File: config.mk
export PLATFORM = sky130hd
export DESIGN_NAME = iee_front
export DESIGN_NICKNAME = d
export VERILOG_FILES = /design/src/rtl/iee_pkg.sv /design/src/rtl/iee_front.sv
export SDC_FILE = /design/constraint.sdc
export NUM_CORES = 1
export LEC_CHECK = 0
export ABC_AREA = 1
export BUFFER_PORTS_ARGS = -buffer_cell sky130_fd_sc_hd__buf_2
export CORE_UTILIZATION = 35
export CTS_BUF_LIST = sky130_fd_sc_hd__clkbuf_8
export DETAILED_ROUTE_END_ITERATION = 10
export GPL_TIMING_DRIVEN = 0
export MAX_ROUTING_LAYER = met4
export SYNTH_ARGS = -nofsm -noshare
export SYNTH_HDL_FRONTEND = slang
export SYNTH_SLANG_ARGS = --single-unit
export TNS_END_PERCENT = 5
File: constraint.sdc
create_clock -name i_clk -period 3.8 [get_ports i_clk]
set_clock_uncertainty 0.1 [all_clocks]
set_input_delay 0 -clock i_clk [delete_from_list [all_inputs] [get_ports i_clk]]
set_output_delay 0 -clock i_clk [all_outputs]
set_load 0.01 [all_outputs]
File: src/rtl/iee_pkg.sv
// Shared constants, types and helpers for the infix expression evaluator.
// No dependencies.
package iee_pkg;

    localparam int STACK_DEPTH = 128;
    localparam int PTR_W = $clog2(STACK_DEPTH);
    localparam int CNT_W = $clog2(STACK_DEPTH + 1);

    localparam logic [7:0] CH_PLUS  = 8'h2B;
    localparam logic [7:0] CH_MINUS = 8'h2D;
    localparam logic [7:0] CH_MUL   = 8'h2A;
    localparam logic [7:0] CH_DIV   = 8'h2F;
    localparam logic [7:0] CH_LPAR  = 8'h28;
    localparam logic [7:0] CH_RPAR  = 8'h29;
    localparam logic [7:0] CH_ZERO  = 8'h30;
    localparam logic [7:0] CH_NINE  = 8'h39;

    typedef enum logic [1:0] {
        K_DIGIT = 2'd0,
        K_LPAR  = 2'd1,
        K_RPAR  = 2'd2,
        K_OPER  = 2'd3
    } t_kind;

    // classified item passed from front to back
    typedef struct packed {
        t_kind      kind;
        logic [7:0] sym;
        logic [1:0] prec;
        logic       last;
    } t_item;

    function automatic logic [1:0] prec_of(input logic [7:0] c);
        logic [1:0] p;
        p = 2'd0;
        if (c == CH_PLUS || c == CH_MINUS) p = 2'd1;
        if (c == CH_MUL || c == CH_DIV) p = 2'd2;
        return p;
    endfunction

endpackage

File: src/rtl/iee_front.sv
// Front part: accepts characters, classifies them, holds them in a small queue.
// Depends on iee_pkg.
module iee_front (
    input  logic             i_clk,
    input  logic             i_rst_n,
    input  logic             i_valid,
    output logic             o_stall,
    input  logic [7:0]       i_symbol,
    input  logic             i_last,
    output logic             o_item_valid,
    output iee_pkg::t_item   o_item,
    input  logic             i_item_take
);
    // two entries, 1-bit pointers
    iee_pkg::t_item r_q [2];
    logic       r_wp, r_rp;
    logic [1:0] r_cnt;
    iee_pkg::t_item w_item;
    logic w_push, w_pop;

    always_comb begin
        w_item.sym  = i_symbol;
        w_item.last = i_last;
        w_item.prec = iee_pkg::prec_of(i_symbol);
        if (i_symbol >= iee_pkg::CH_ZERO && i_symbol <= iee_pkg::CH_NINE) begin
            w_item.kind = iee_pkg::K_DIGIT;
        end else if (i_symbol == iee_pkg::CH_LPAR) begin
            w_item.kind = iee_pkg::K_LPAR;
        end else if (i_symbol == iee_pkg::CH_RPAR) begin
            w_item.kind = iee_pkg::K_RPAR;
        end else begin
            w_item.kind = iee_pkg::K_OPER;
        end
    end

    assign o_stall      = (r_cnt == 2'd2);
    assign w_push       = i_valid && !o_stall;
    assign o_item_valid = (r_cnt != 2'd0);
    assign w_pop        = o_item_valid && i_item_take;
    assign o_item       = r_q[r_rp];

    always_ff @(posedge i_clk) begin
        if (w_push) begin
            r_q[r_wp] <= w_item;
        end
        if (!i_rst_n) begin
            r_wp  <= 1'b0;
            r_rp  <= 1'b0;
            r_cnt <= 2'd0;
        end else begin
            if (w_push) r_wp <= ~r_wp;
            if (w_pop) r_rp <= ~r_rp;
            r_cnt <= r_cnt + {1'b0, w_push} - {1'b0, w_pop};
        end
    end
endmodule

==> reports/results.ini <==
[detailed_routing]
route.antenna.remaining_nets=0
number_of_drc_violations_after_detailed_routing=0
drt_pre_antenna_iters=4
detail_route.iter0.violations=22
routed_wl_um=2170
vias_per_cell=4.36
routed-via-count=916
drt-wirelength-per-cell_um=10.3

[global_route]
global_route_wire_length_before_repair_um=3650
maximum_number_of_pins_on_one_net_before_global_route_repair=14
grt_util_all_layers=0.121
grt.overflow.total=0
first_global_vias=876
grt_antenna_before_repair=0

[sta]
timing.final.crit_share=0.504
layout_min_cycle_time_ns=1.92
setup_slack_of_the_critical_path_after_layout_ns=1.88
final-setup-viol-count=0
fin_setup_tns_ns=0
finalHoldViolCount=0
slew-limit-headroom=0.272
max_freq_mhz=522
worst_pin_slew_ns=1.09
final_max_slew_viol_count=0
grt_setup_unrepaired=false

[place]
worst_setup_slack_after_placement_ns=1.82
total_placed_instance_area_um2=1570
place_hpwl_um=1480
numPortBuffers=27
routability_congestion_estimate=0.796

[synth]
synth_simple_gate_area_share=0.137
synthesis_warning_total=0
post_synthesis_compound_gate_area_fraction=0.0109
netlist_area_um2=1370
postSynthNetCount=130
postSynthCellCount=115
synthesized_area_fraction_occupied_by_xor_and_xnor_cells=0
multiplexer_share_of_the_synthesized_area=0.134
synth_top_family_by_area=simple AND/OR/NAND/NOR gates
synth_adder_area_share=0.0182
share_of_the_yosys_chip_area_belonging_to_registers=0.642
postSynthRegisterBits=31
postSynthAreaPerCell_um2=11.9
yosys.cell_types.count=13

[floorplan]
core_area_um2=3720
die-width_um=64.6
start_util=0.369
design.die.area_um2=4170
num_io_pins=28
fp.dieH_um=64.6
floorplan.rows=22

[critical_path]
worst_path_most_repeated_cell=sky130_fd_sc_hd__nand2_1
setup.reg_to_reg.worst_slack_ns=1.88
setup.worst_path.end_class=register
timing.critical_path.cells=inv_1 -> nand2_1 -> nand2_1 -> nor2_1
critical-path-slowest-cell=sky130_fd_sc_hd__nor2_1
worst_r2r_path_depth=4
critPathArrivalTime_ns=1.71
rr_startpoint=r_cnt[0]
worstSetupPathType=reg -> reg
worstPathRequired_ns=3.59
worstSetupStartpointType=register
slowest_delay_ns=0.82
crit_fanout=13
r2r_end=r_q[0][7]

[power_and_ir_drop]
power_leakage_nw=0.769
power-per-cell-area_nw_per_um2=561
worst_ir_drop_vdd_uv=282
post-layout-total-power_mw=0.994

[layout]
finalInstanceArea_um2=1770
flow.area_growth_from_synthesis_pct=29.1
antenna-diode-count=0
nets_final=176
finalCoreUtilization=0.476
share_of_post_route_cells_with_drive_strength_above_1=0.302
layout.filler_cells=347

[worst_hold_path]
holdPathEnd=r_q[1][0]
worst_hold_check_path_type=in -> reg
min-delay-start=i_last
hold_depth=2

[clock_network]
cts_inserted_buffers=5
cts-root-to-sink-buffers=2
ctsHtreeMaxLevel=2
register_clock_pin_slew_on_the_reported_worst_setup_and_hold_paths_ns=0.07
post_cts_resized=0
post-cts-setup-buffer-count=0
clock_insertion_delay_at_the_later_pin_of_the_skew_report_ns=0.28
clock_sink_count=31
cts-hold-fix-buffers=12
cts.root.buffer_cell=sky130_fd_sc_hd__clkbuf_8
tritoncts=done

[run]
max_capacitance_violation_count=0

[run_status]
run_status=finished clean

[cell type report]
| class | instances | area [um2] | area share |
|---|---|---|---|
| Multi-Input combinational cell | 65 | 412 | 0.233 |
| Tap cell | 48 | 60.1 | 0.0339 |
| Clock inverter | 3 | 15.0 | 0.00848 |
| Timing Repair Buffer | 39 | 255 | 0.144 |
| Sequential cell | 31 | 881 | 0.498 |
| Clock buffer | 5 | 68.8 | 0.0389 |
| Inverter | 18 | 67.6 | 0.0382 |
| Buffer | 1 | 11.3 | 0.00636 |
[per-stage QoR]
stage | cells | hold WS, ns
after CTS | 210 | 0.336
after detailed placement | 190 | 0.0969
after global routing | 210 | 0.353
after global placement | 190 | 0.0890
after floorplan | 115 | -0.00655
final | 210 | 0.349
[synth_stat cells]
library cell               number  area, um2
sky130_fd_sc_hd__nand2_1       19       71.3
sky130_fd_sc_hd__buf_6          1       11.3
sky130_fd_sc_hd__nand3_1        5       25.0
sky130_fd_sc_hd__edfxtp_1      26        781
sky130_fd_sc_hd__mux2_4        10        150
sky130_fd_sc_hd__dfxtp_1        5        100
sky130_fd_sc_hd__ha_1           2       25.0
sky130_fd_sc_hd__o21ai_0        1       5.00
sky130_fd_sc_hd__mux2_2         3       33.8
sky130_fd_sc_hd__a21oi_1        2       10.0
sky130_fd_sc_hd__nor2_1        21       78.8
sky130_fd_sc_hd__inv_1         18       67.6
sky130_fd_sc_hd__nand4_1        2       12.5
[cells in the final DEF, fill, tap and decap left out]
cell / n
sky130_fd_sc_hd__edfxtp_1: 26
sky130_fd_sc_hd__dfxtp_1: 5
sky130_fd_sc_hd__ha_1: 2
sky130_fd_sc_hd__buf_2: 27
sky130_fd_sc_hd__a21oi_1: 2
sky130_fd_sc_hd__buf_6: 1
sky130_fd_sc_hd__inv_1: 18
sky130_fd_sc_hd__clkinv_2: 3
sky130_fd_sc_hd__nand4_1: 2
sky130_fd_sc_hd__dlygate4sd3_1: 12
sky130_fd_sc_hd__nand2_1: 19
sky130_fd_sc_hd__nand3_1: 5
sky130_fd_sc_hd__mux2_4: 10
sky130_fd_sc_hd__nor2_1: 21
sky130_fd_sc_hd__mux2_2: 3
sky130_fd_sc_hd__o21ai_0: 1
sky130_fd_sc_hd__clkbuf_8: 5
[logic make-up (layout without fill, tap and decap cells)]
group / count (synthesis) / in the layout
AO/OA/AOI/OAI: 3 / 3
AND/OR/NAND/NOR: 47 / 47
adder cells (fa/ha/maj): 2 / 2
multiplexers: 13 / 13
flip-flops: 31 / 31
buffers and inverters: 19 / 66
[metal layers]
layer | share of wire | wire length (um) | GRT usage | vias to the layer above
li1 | - | - | - | 473
met1 | 0.46 | 997 | 0.124 | 418
met2 | 0.49 | 1050 | 0.214 | 23
met3 | 0.041 | 88 | 0.0370 | 2
met4 | 0.013 | 28 | 0.0500 | 0
met5 | 0 | 0 | - | -
[report_power, final]
part | leakage (nW) | internal (mW) | total, mW | switching, mW
sequential | 0.277 | 0.433 | 0.455 | 0.0223
clock | 0.0477 | 0.125 | 0.240 | 0.115
combinational | 0.444 | 0.144 | 0.299 | 0.155
total | 0.769 | 0.702 | 0.994 | 0.292
[worst max path at each step]
stage / start / cells after the start / to / slack (ns)
global route: r_cnt[0] / 4 / r_q[0][7] / 1.68
finish: r_cnt[0] / 4 / r_q[0][7] / 1.88
CTS: r_cnt[0] / 4 / r_q[0][7] / 1.81
global placement: r_cnt[0] / 4 / r_q[0][11] / 1.82
floorplan: r_cnt[0] / 4 / r_q[0][0] / 2.19
detailed placement: r_cnt[0] / 4 / r_q[0][11] / 1.82
[worst max-delay path, delay by kind of cell (launching register included)]
family / cells / cell delay, ns
flops: 1 / 0.35
simple gates: 3 / 1.01
buf+inv: 1 / 0.06
[sequential cells by signal, summed over array words and instances (netlist names), named ones only]
signal  cells
r_wp        1
r_q        26
r_cnt       2
r_rp        1
Power figures use the tool's default switching activity.
